## config.mk

```make
export PLATFORM = sky130hd
export DESIGN_NAME = mmio_doorbell_register_block_flat
export DESIGN_NICKNAME = d
export VERILOG_FILES = /design/src/hw/rtl/mdrb_pkg.sv /design/src/hw/rtl/mdrb_in_if.sv /design/src/hw/rtl/mdrb_out_if.sv /design/src/hw/rtl/mdrb_shadow.sv /design/src/hw/rtl/mmio_doorbell_register_block.sv /design/src/flat_wrapper.sv
export SDC_FILE = /design/constraint.sdc
export NUM_CORES = 1
export LEC_CHECK = 0
export BUFFER_PORTS_ARGS = -buffer_cell sky130_fd_sc_hd__buf_4
export CAP_MARGIN = 10
export CORE_ASPECT_RATIO = 1.25
export CORE_MARGIN = 2
export CORE_UTILIZATION = 40
export CTS_CLUSTER_SIZE = 28
export DETAILED_ROUTE_END_ITERATION = 8
export PLACE_DENSITY_LB_ADDON = 0.25
export SLEW_MARGIN = 20
export SYNTH_ARGS = -nofsm -noshare
export SYNTH_HDL_FRONTEND = slang
export SYNTH_HIERARCHICAL = 1
export SYNTH_SLANG_ARGS = --single-unit
```

## constraint.sdc

```tcl
create_clock -name i_clk -period 8.5 [get_ports i_clk]
set_clock_uncertainty 0.2 [all_clocks]
set_input_delay 0.425 -clock i_clk [delete_from_list [all_inputs] [get_ports i_clk]]
set_output_delay 0.425 -clock i_clk [all_outputs]
set_load 0.02 [all_outputs]
```

## src/hw/rtl/mdrb_pkg.sv

```systemverilog
package mdrb_pkg;

    // Shadow store geometry
    localparam int SHADOW_DEPTH = 16;
    localparam int SH_AW        = (SHADOW_DEPTH > 1) ? $clog2(SHADOW_DEPTH) : 1;
    localparam logic [10:0] SHADOW_LIM = 11'(SHADOW_DEPTH);

    // Field widths
    localparam int OFS_W  = 13;
    localparam int DATA_W = 32;
    localparam int ADDR_W = 45;
    localparam int CHAN_W = 8;

    // Item modes
    typedef enum logic [1:0] {
        MODE_WRITE = 2'd0,
        MODE_READ  = 2'd1,
        MODE_DISP  = 2'd2,
        MODE_STAMP = 2'd3
    } t_mode;

    // Window offsets with a defined meaning
    localparam logic [OFS_W-1:0] OFS_ARMED      = 13'h1000;
    localparam logic [OFS_W-1:0] OFS_SIZE       = 13'h1004;
    localparam logic [OFS_W-1:0] OFS_RING_DB    = 13'h1008;
    localparam logic [OFS_W-1:0] OFS_START      = 13'h1010;
    localparam logic [OFS_W-1:0] OFS_DISP_PEND  = 13'h1014;
    localparam logic [OFS_W-1:0] OFS_STAMP_PEND = 13'h1018;
    localparam logic [OFS_W-1:0] OFS_SHARED     = 13'h101C;
    localparam logic [OFS_W-1:0] OFS_CHAN_DB    = 13'h1020;
    localparam logic [OFS_W-1:0] OFS_FRAME      = 13'h1030;
    localparam logic [OFS_W-1:0] OFS_CAP0       = 13'h1200;
    localparam logic [OFS_W-1:0] OFS_CAP1       = 13'h1210;
    localparam logic [OFS_W-1:0] OFS_CAP2       = 13'h1214;
    localparam logic [OFS_W-1:0] OFS_CAP3       = 13'h1218;
    localparam logic [OFS_W-1:0] OFS_CAP4       = 13'h121C;
    localparam logic [OFS_W-1:0] OFS_CAP5       = 13'h1228;
    localparam logic [OFS_W-1:0] OFS_VERSION    = 13'h122C;

    localparam logic [DATA_W-1:0] VERSION_VAL  = 32'd9;
    localparam logic [DATA_W-1:0] DEFAULT_SIZE = 32'h0001_0000;

    // Shadow store write port
    typedef struct packed {
        logic              wr_en;
        logic [SH_AW-1:0]  idx;
        logic [DATA_W-1:0] wdata;
    } t_shadow_req;

endpackage

```

## src/hw/rtl/mdrb_in_if.sv

```systemverilog
interface mdrb_in_if;
    import mdrb_pkg::*;

    logic              valid;
    logic              ready;
    logic [1:0]        mode;
    logic [OFS_W-1:0]  offset;
    logic [DATA_W-1:0] data;

    modport source (output valid, mode, offset, data, input ready);
    modport sink   (input valid, mode, offset, data, output ready);
endinterface

```

## src/hw/rtl/mdrb_out_if.sv

```systemverilog
interface mdrb_out_if;
    import mdrb_pkg::*;

    logic              valid;
    logic              ready;
    logic [DATA_W-1:0] read_data;
    logic              ring_enabled;
    logic [DATA_W-1:0] ring_bytes;
    logic [ADDR_W-1:0] ring_base_address;
    logic [DATA_W-1:0] shared_page_frame;
    logic [CHAN_W-1:0] channel_id;
    logic              ring_doorbell;
    logic              channel_doorbell;
    logic [DATA_W-1:0] doorbell_value;
    logic              unknown_write;

    modport source (output valid, read_data, ring_enabled, ring_bytes, ring_base_address,
                    shared_page_frame, channel_id, ring_doorbell, channel_doorbell,
                    doorbell_value, unknown_write, input ready);
    modport sink   (input valid, read_data, ring_enabled, ring_bytes, ring_base_address,
                    shared_page_frame, channel_id, ring_doorbell, channel_doorbell,
                    doorbell_value, unknown_write, output ready);
endinterface

```

## src/hw/rtl/mdrb_shadow.sv

```systemverilog
module mdrb_shadow (
    input  logic                                   i_clk,
    input  logic                                   i_rst_n,
    input  mdrb_pkg::t_shadow_req                  i_req,
    input  logic [mdrb_pkg::SH_AW-1:0]             i_rd_idx,
    output logic [mdrb_pkg::DATA_W-1:0]            o_rd_data
);
    import mdrb_pkg::*;

    logic [DATA_W-1:0] r_words [SHADOW_DEPTH];

    // Reset the mirror (word zero reads one), then take writes
    always_ff @(posedge i_clk) begin
        if (!i_rst_n) begin
            for (int i = 0; i < SHADOW_DEPTH; i++) begin
                r_words[i] <= (i == 0) ? DATA_W'(1) : '0;
            end
        end else if (i_req.wr_en) begin
            r_words[i_req.idx] <= i_req.wdata;
        end
    end

    // Single read port
    assign o_rd_data = r_words[i_rd_idx];

endmodule

```

## src/hw/rtl/mmio_doorbell_register_block.sv

```systemverilog
// Register window of a paravirtual ring device (byte offsets 0x1000-0x1FFF). Each transfer
// on i_req is a bus write, a bus read, or an OR into the display or stamp pending mask, and
// yields exactly one transfer on o_rsp with the read value, the ring control registers as
// they stand after the item, and the doorbell/unknown-offset pulses. An item is captured in
// an input register and then decoded against the register file, which loads the result
// register. One item per cycle is sustained as long as o_rsp takes results; a stalled
// result register holds the input register full and then drops i_req.ready. Writes at
// offsets 0x1000-0x103F are mirrored into a 16-word shadow whose word zero resets to one.
// Reading a pending mask clears it.
module mmio_doorbell_register_block (
    input  logic        i_clk,
    input  logic        i_rst_n,
    mdrb_in_if.sink     i_req,
    mdrb_out_if.source  o_rsp
);
    import mdrb_pkg::*;

    // Input register
    logic              r_in_vld;
    logic [1:0]        r_in_mode;
    logic [OFS_W-1:0]  r_in_ofs;
    logic [DATA_W-1:0] r_in_data;

    // Register file
    logic              r_armed,      n_armed;
    logic [DATA_W-1:0] r_size,       n_size;
    logic [DATA_W-1:0] r_start,      n_start;
    logic [DATA_W-1:0] r_frame,      n_frame;
    logic [ADDR_W-1:0] r_base,       n_base;
    logic [DATA_W-1:0] r_shared,     n_shared;
    logic [CHAN_W-1:0] r_chan,       n_chan;
    logic [DATA_W-1:0] r_disp_pend,  n_disp_pend;
    logic [DATA_W-1:0] r_stamp_pend, n_stamp_pend;

    // Result register
    logic              r_out_vld;
    logic [DATA_W-1:0] r_rd_data,    n_rd_data;
    logic              r_ring_db,    n_ring_db;
    logic              r_chan_db,    n_chan_db;
    logic [DATA_W-1:0] r_db_val,     n_db_val;
    logic              r_unknown,    n_unknown;

    logic              adv;
    logic              proc;
    logic              in_rdy;
    logic              in_xfer;
    t_mode             mode;
    logic [9:0]        word_idx;
    logic              slot_ok;
    logic [DATA_W-1:0] shadow_rd;
    t_shadow_req       shadow_req;

    // Handshake: result stage advances when empty or taken
    assign adv     = !r_out_vld || o_rsp.ready;
    assign proc    = r_in_vld && adv;
    assign in_rdy  = !r_in_vld || adv;
    assign in_xfer = i_req.valid && in_rdy;
    assign i_req.ready = in_rdy;

    // Capture the incoming transfer
    always_ff @(posedge i_clk) begin
        if (!i_rst_n) begin
            r_in_vld <= 1'b0;
        end else if (in_xfer) begin
            r_in_vld <= 1'b1;
        end else if (proc) begin
            r_in_vld <= 1'b0;
        end
    end

    always_ff @(posedge i_clk) begin
        if (in_xfer) begin
            r_in_mode <= i_req.mode;
            r_in_ofs  <= i_req.offset;
            r_in_data <= i_req.data;
        end
    end

    // Shadow word decode
    assign mode     = t_mode'(r_in_mode);
    assign word_idx = r_in_ofs[11:2];
    assign slot_ok  = r_in_ofs[12] && ({1'b0, word_idx} < SHADOW_LIM);

    assign shadow_req.wr_en = proc && (mode == MODE_WRITE) && slot_ok;
    assign shadow_req.idx   = word_idx[SH_AW-1:0];
    assign shadow_req.wdata = r_in_data;

    mdrb_shadow u_shadow (
        .i_clk     (i_clk),
        .i_rst_n   (i_rst_n),
        .i_req     (shadow_req),
        .i_rd_idx  (word_idx[SH_AW-1:0]),
        .o_rd_data (shadow_rd)
    );

    // Base address from the new frame/start pair
    assign n_base = ADDR_W'({n_frame, 12'h000}) + ADDR_W'(n_start);

    // Decode one item against the register file
    always_comb begin
        n_armed      = r_armed;
        n_size       = r_size;
        n_start      = r_start;
        n_frame      = r_frame;
        n_shared     = r_shared;
        n_chan       = r_chan;
        n_disp_pend  = r_disp_pend;
        n_stamp_pend = r_stamp_pend;
        n_rd_data    = '0;
        n_ring_db    = 1'b0;
        n_chan_db    = 1'b0;
        n_db_val     = '0;
        n_unknown    = 1'b0;
        case (mode)
            MODE_WRITE: begin
                case (r_in_ofs)
                    OFS_ARMED:   n_armed = (r_in_data != '0);
                    OFS_SIZE:    n_size  = (r_in_data != '0) ? r_in_data : DEFAULT_SIZE;
                    OFS_RING_DB: begin
                        n_ring_db = 1'b1;
                        n_db_val  = r_in_data;
                    end
                    OFS_START:   n_start  = r_in_data;
                    OFS_SHARED:  n_shared = r_in_data;
                    OFS_CHAN_DB: begin
                        n_chan    = r_in_data[CHAN_W-1:0];
                        n_chan_db = 1'b1;
                        n_db_val  = r_in_data;
                    end
                    OFS_FRAME: begin
                        n_frame = r_in_data;
                        if (r_size == '0) begin
                            n_size = DEFAULT_SIZE;
                        end
                    end
                    OFS_CAP0, OFS_CAP1, OFS_CAP2,
                    OFS_CAP3, OFS_CAP4, OFS_CAP5: ;
                    default:     n_unknown = 1'b1;
                endcase
            end
            MODE_READ: begin
                if (r_in_ofs == OFS_VERSION) begin
                    n_rd_data = VERSION_VAL;
                end else if (r_in_ofs == OFS_DISP_PEND) begin
                    n_rd_data   = r_disp_pend;
                    n_disp_pend = '0;
                end else if (r_in_ofs == OFS_STAMP_PEND) begin
                    n_rd_data    = r_stamp_pend;
                    n_stamp_pend = '0;
                end else if (slot_ok) begin
                    n_rd_data = shadow_rd;
                end
            end
            MODE_DISP:  n_disp_pend  = r_disp_pend | r_in_data;
            MODE_STAMP: n_stamp_pend = r_stamp_pend | r_in_data;
            default: ;
        endcase
    end

    // Update the register file as each item completes
    always_ff @(posedge i_clk) begin
        if (!i_rst_n) begin
            r_armed      <= 1'b0;
            r_size       <= '0;
            r_start      <= '0;
            r_frame      <= '0;
            r_base       <= '0;
            r_shared     <= '0;
            r_chan       <= '0;
            r_disp_pend  <= '0;
            r_stamp_pend <= '0;
        end else if (proc) begin
            r_armed      <= n_armed;
            r_size       <= n_size;
            r_start      <= n_start;
            r_frame      <= n_frame;
            r_base       <= n_base;
            r_shared     <= n_shared;
            r_chan       <= n_chan;
            r_disp_pend  <= n_disp_pend;
            r_stamp_pend <= n_stamp_pend;
        end
    end

    // Result register
    always_ff @(posedge i_clk) begin
        if (!i_rst_n) begin
            r_out_vld <= 1'b0;
        end else if (adv) begin
            r_out_vld <= r_in_vld;
        end
    end

    always_ff @(posedge i_clk) begin
        if (proc) begin
            r_rd_data <= n_rd_data;
            r_ring_db <= n_ring_db;
            r_chan_db <= n_chan_db;
            r_db_val  <= n_db_val;
            r_unknown <= n_unknown;
        end
    end

    // Drive the result transfer; control fields reflect state after the item
    assign o_rsp.valid             = r_out_vld;
    assign o_rsp.read_data         = r_rd_data;
    assign o_rsp.ring_enabled      = r_armed;
    assign o_rsp.ring_bytes        = r_size;
    assign o_rsp.ring_base_address = r_base;
    assign o_rsp.shared_page_frame = r_shared;
    assign o_rsp.channel_id        = r_chan;
    assign o_rsp.ring_doorbell     = r_ring_db;
    assign o_rsp.channel_doorbell  = r_chan_db;
    assign o_rsp.doorbell_value    = r_db_val;
    assign o_rsp.unknown_write     = r_unknown;

endmodule

```

## src/flat_wrapper.sv

```systemverilog
// flat-port wrapper written by rule: the top's interface ports become plain ports
module mmio_doorbell_register_block_flat import mdrb_pkg::*;
  (i_clk, i_rst_n, i_req_valid, i_req_mode, i_req_offset, i_req_data, i_req_ready, o_rsp_valid, o_rsp_read_data, o_rsp_ring_enabled, o_rsp_ring_bytes, o_rsp_ring_base_address, o_rsp_shared_page_frame, o_rsp_channel_id, o_rsp_ring_doorbell, o_rsp_channel_doorbell, o_rsp_doorbell_value, o_rsp_unknown_write, o_rsp_ready);
  mdrb_in_if i_req_i ();
  mdrb_out_if o_rsp_i ();
  input  logic i_clk;
  input  logic i_rst_n;
  input wire logic [$bits(i_req_i.valid)-1:0] i_req_valid;
  input wire logic [$bits(i_req_i.mode)-1:0] i_req_mode;
  input wire logic [$bits(i_req_i.offset)-1:0] i_req_offset;
  input wire logic [$bits(i_req_i.data)-1:0] i_req_data;
  output wire logic [$bits(i_req_i.ready)-1:0] i_req_ready;
  output wire logic [$bits(o_rsp_i.valid)-1:0] o_rsp_valid;
  output wire logic [$bits(o_rsp_i.read_data)-1:0] o_rsp_read_data;
  output wire logic [$bits(o_rsp_i.ring_enabled)-1:0] o_rsp_ring_enabled;
  output wire logic [$bits(o_rsp_i.ring_bytes)-1:0] o_rsp_ring_bytes;
  output wire logic [$bits(o_rsp_i.ring_base_address)-1:0] o_rsp_ring_base_address;
  output wire logic [$bits(o_rsp_i.shared_page_frame)-1:0] o_rsp_shared_page_frame;
  output wire logic [$bits(o_rsp_i.channel_id)-1:0] o_rsp_channel_id;
  output wire logic [$bits(o_rsp_i.ring_doorbell)-1:0] o_rsp_ring_doorbell;
  output wire logic [$bits(o_rsp_i.channel_doorbell)-1:0] o_rsp_channel_doorbell;
  output wire logic [$bits(o_rsp_i.doorbell_value)-1:0] o_rsp_doorbell_value;
  output wire logic [$bits(o_rsp_i.unknown_write)-1:0] o_rsp_unknown_write;
  input wire logic [$bits(o_rsp_i.ready)-1:0] o_rsp_ready;
  assign i_req_i.valid = i_req_valid;
  assign i_req_i.mode = i_req_mode;
  assign i_req_i.offset = i_req_offset;
  assign i_req_i.data = i_req_data;
  assign i_req_ready = i_req_i.ready;
  assign o_rsp_valid = o_rsp_i.valid;
  assign o_rsp_read_data = o_rsp_i.read_data;
  assign o_rsp_ring_enabled = o_rsp_i.ring_enabled;
  assign o_rsp_ring_bytes = o_rsp_i.ring_bytes;
  assign o_rsp_ring_base_address = o_rsp_i.ring_base_address;
  assign o_rsp_shared_page_frame = o_rsp_i.shared_page_frame;
  assign o_rsp_channel_id = o_rsp_i.channel_id;
  assign o_rsp_ring_doorbell = o_rsp_i.ring_doorbell;
  assign o_rsp_channel_doorbell = o_rsp_i.channel_doorbell;
  assign o_rsp_doorbell_value = o_rsp_i.doorbell_value;
  assign o_rsp_unknown_write = o_rsp_i.unknown_write;
  assign o_rsp_i.ready = o_rsp_ready;
  mmio_doorbell_register_block u_core (.i_clk(i_clk), .i_rst_n(i_rst_n), .i_req(i_req_i), .o_rsp(o_rsp_i));
endmodule
```

==> flow_summary.json <==
{
  "die_h_um": 348.7,
  "place_congestion": 0.8609,
  "cts_buffers": 84,
  "cts_tree": "yes",
  "drc": 0,
  "io_pins": 238,
  "area_delta_synth_final_pct": 16.70,
  "yosys.area.top_type": "edfxtp_1",
  "synth_edf_count": 626,
  "dr.pass1.iters": 6,
  "dp.final_hpwl_um": 66320,
  "dieArea_mm2": 0.09758,
  "min_path_type": "in -> reg",
  "rr_worst_depth": 14,
  "antenna_found_initial": 3,
  "synth_compound_area_share_pct": 7.925,
  "wl_per_cell_um": 24.37,
  "syn-num-nets": 3098,
  "synth-simple-area-share_pct": 17.02,
  "fin_crit_sh_pct": 59.15,
  "synth_fa_ha_area_share_pct": 0.7106,
  "worstReg2RegEnd": "u_core/o_rsp.ring_base_address[42]",
  "tightest_slew_ps": 1116,
  "p_per_area_mw_per_mm2": 202.7,
  "grt_pass1_wl_um": 161500,
  "io_buffers": 237,
  "drt_iter0_markers": 2239,
  "syn_area_mm2": 0.03803,
  "avgSynthCellArea_um2": 12.57,
  "r2r_slack_ps": 3470,
  "max_cap_viol_count": 0,
  "peakVddDrop_uv": 119.6,
  "synth_cells": 3026,
  "vias_per_cell": 5.475,
  "core_mm2": 0.09428,
  "startpoint": "u_core/r_in_ofs[5]",
  "seq_area_frac_synth_pct": 61.85,
  "ctsHoldBuffers": 50,
  "critical-path-max-stage-delay_ps": 880,
  "floorplan.initialDensity_pct": 40.34,
  "status": "finished clean",
  "num-fill-cells": 8280,
  "synthXorXnorAreaFrac_pct": 0.4770,
  "final_hold_viol_count": 0,
  "clock.fmax_mhz": 198.9,
  "arrival_ps": 5390,
  "grt_usage_pct": 22.20,
  "synthTopCellsByArea": "edfxtp_1 49%, dfxtp_1 12%, and2_1 8.7%, mux4_2 7.6%, nand2_1 2.8%",
  "overflow": 0,
  "async_flop_share_pct": 0,
  "worstPathCellList": "nor4bb_1 > and4_1 > nand2_1 > nand2_1 > ha_1 > inv_1 > fa_1 > nor2b_1 > nor2b_1 > a221oi_2 > o21ai_1 > a41oi_4 > or4_1 > o311ai_1",
  "crit_slowest_cell": "and4_1",
  "synth_top_area_share_pct": 49.43,
  "rows": 126,
  "cts.sinks": 862,
  "antenna-diode-count": 0,
  "period_minus_slack_ps": 5028,
  "start_kind": "flip-flop",
  "htree_levels": 3,
  "fin_nets": 3285,
  "worstSetupEndpointType": "flip-flop",
  "muxShareOfSynthArea_pct": 8.883,
  "cts_root_buf": "clkbuf_16",
  "netlist_top_cells_count": "626 x edfxtp_1, 529 x and2_1, 287 x nand2_1, 236 x dfxtp_1, 220 x clkbuf_1",
  "slew_violations": 0,
  "grt_max_degree": 101,
  "yosysMostFrequentCell": "edfxtp_1",
  "ys.flop_type": "edfxtp_1",
  "power_w": 0.008995,
  "ys_seq_elements": 862,
  "crit_required_ps": 8860,
  "synth.distinct_cells": 72,
  "critPathKind": "reg -> reg",
  "vias": 24620,
  "die_w_um": 279.8,
  "r2r-start": "u_core/r_in_ofs[5]",
  "totalWireLength_um": 109600,
  "postCtsSetupBuffers": 0,
  "slew_headroom_pct": 25.40,
  "rsz0062_at_grt": "no",
  "clk_pin_slew_ps": 60,
  "power.leakage_nw": 16.37,
  "crit_fanout": 20,
  "layout-drive-gt1-share_pct": 19.90,
  "yosysWarnings": 6,
  "cts_resized": 0,
  "cts_buffer_depth": 3,
  "worstSkewPairLatency_ps": 670,
  "first_global_vias": 24450,
  "finalSetupTns_ps": 0,
  "drtAntennaViolNets": 0,
  "finalSetupViolations": 0,
  "synth_top_family_by_area": "simple AND/OR/NAND/NOR gates",
  "crit_path_end": "u_core/o_rsp.ring_base_address[42]"
}
-- stage by stage --
step	worst slack [ps]	hold slack (ps)	std cells	util, %	cell area (µm²)
global placement	3587	241.8	4293	43.64	41140
CTS	3529	67.07	4497	47.08	44380
floorplan	3532	236.6	3026	-	38030
global route	3104	87.27	4497	47.08	44380
finish	3472	93.99	4497	47.08	44380
detailed placement	3550	247.1	4293	43.64	41140
-- flip-flops by register name, summed over array words and instances (netlist names), 2 cells and up --
signal and flops:
u_core/u_shadow/r_words 512, u_core/o_rsp.ring_base_address 33, u_core/o_rsp.doorbell_value 32, u_core/o_rsp.read_data 32, u_core/o_rsp.ring_bytes 32, u_core/o_rsp.shared_page_frame 32, u_core/r_disp_pend 32, u_core/r_frame 32
u_core/r_in_data 32, u_core/r_stamp_pend 32, u_core/r_start 32, u_core/r_in_ofs 13, u_core/o_rsp.channel_id 8, u_core/mode 2
-- final cells by class --
type | instances | area [µm²] | share of cell area, %
Sequential cell | 862 | 23520 | 53.00
Multi-Input combinational cell | 1879 | 13600 | 30.65
Timing Repair Buffer | 374 | 2949 | 6.645
Clock buffer | 115 | 2332 | 5.255
Tap cell | 1216 | 1521 | 3.428
Clock inverter | 39 | 405.4 | 0.9134
Inverter | 12 | 47.55 | 0.1071
-- where the power goes --
part	leakage (nW)	switching (W)	internal (W)	total, W
sequential	8.29	0.0000470	0.00462	0.00466
clock	1.34	0.00164	0.00212	0.00375
combinational	6.74	0.000380	0.000197	0.000577
-- kinds of logic (layout without fill, tap and decap cells) --
| group | after synthesis | count (layout) |
|---|---|---|
| buf+inv | 285 | 540 |
| flops | 862 | 862 |
| xor+xnor | 19 | 19 |
| compound gates | 448 | 448 |
| fa+ha+maj | 21 | 21 |
| mux | 174 | 174 |
| simple gates | 1217 | 1217 |
-- placed cells by master (no fill, tap or decap), drive strengths merged, types with 6 or more instances in the layout --
| master | count |
|---|---|
| nor2 | 178 |
| a211oi | 14 |
| clkbuf | 115 |
| a21oi | 131 |
| mux4 | 128 |
| dfxtp | 236 |
| dlygate4sd3 | 50 |
| clkinv | 29 |
| nand4 | 13 |
| nor3 | 17 |
| o211a | 6 |
| nand2b | 12 |
| nand2 | 287 |
| o21bai | 6 |
| o21ai | 40 |
| xor2 | 8 |
| mux2i | 28 |
| bufinv | 6 |
| xnor2 | 11 |
| inv | 16 |
| nor2b | 72 |
| nor4 | 22 |
| buf | 324 |
| a21o | 16 |
| edfxtp | 626 |
| mux2 | 18 |
| a21boi | 78 |
| o311ai | 8 |
| or3 | 9 |
| nand3 | 50 |
| a31oi | 9 |
| a22oi | 116 |
| and2 | 529 |
| ha | 20 |
-- metal layers --
metal | share of wire [%] | GRT usage, % | up-vias | routed length [µm]
met4 | 2.5 | 6.788 | 2 | 2751
met5 | 0.015 | 0 | - | 16
li1 | - | - | 11240 | -
met2 | 50 | 38.49 | 830 | 55020
met3 | 6.2 | 3.156 | 169 | 6780
met1 | 41 | 28.77 | 12380 | 45000
-- critical path: cells and delay by family, from the launching register on --
family | cells | cell delay, ps
AND/OR/NAND/NOR | 7 | 2560
adder cells (fa/ha/maj) | 2 | 590
buffers and inverters | 1 | 60
flip-flops | 1 | 680
AO/OA/AOI/OAI | 4 | 820
-- worst min-delay path by stage --
stage	depth (start not counted)	slack (ps)	from	to
final	2	90	i_rst_n	u_core/u_shadow/r_words[6][26]
after global routing	2	90	i_rst_n	u_core/u_shadow/r_words[6][25]
after CTS	2	70	i_rst_n	u_core/u_shadow/r_words[6][25]
after detailed placement	2	250	u_core/r_frame[14]	u_core/r_frame[14]
after global placement	2	240	u_core/r_frame[4]	u_core/r_frame[4]
after floorplan	2	240	u_core/r_frame[0]	u_core/r_frame[0]
(Power assumes the default switching activity.)
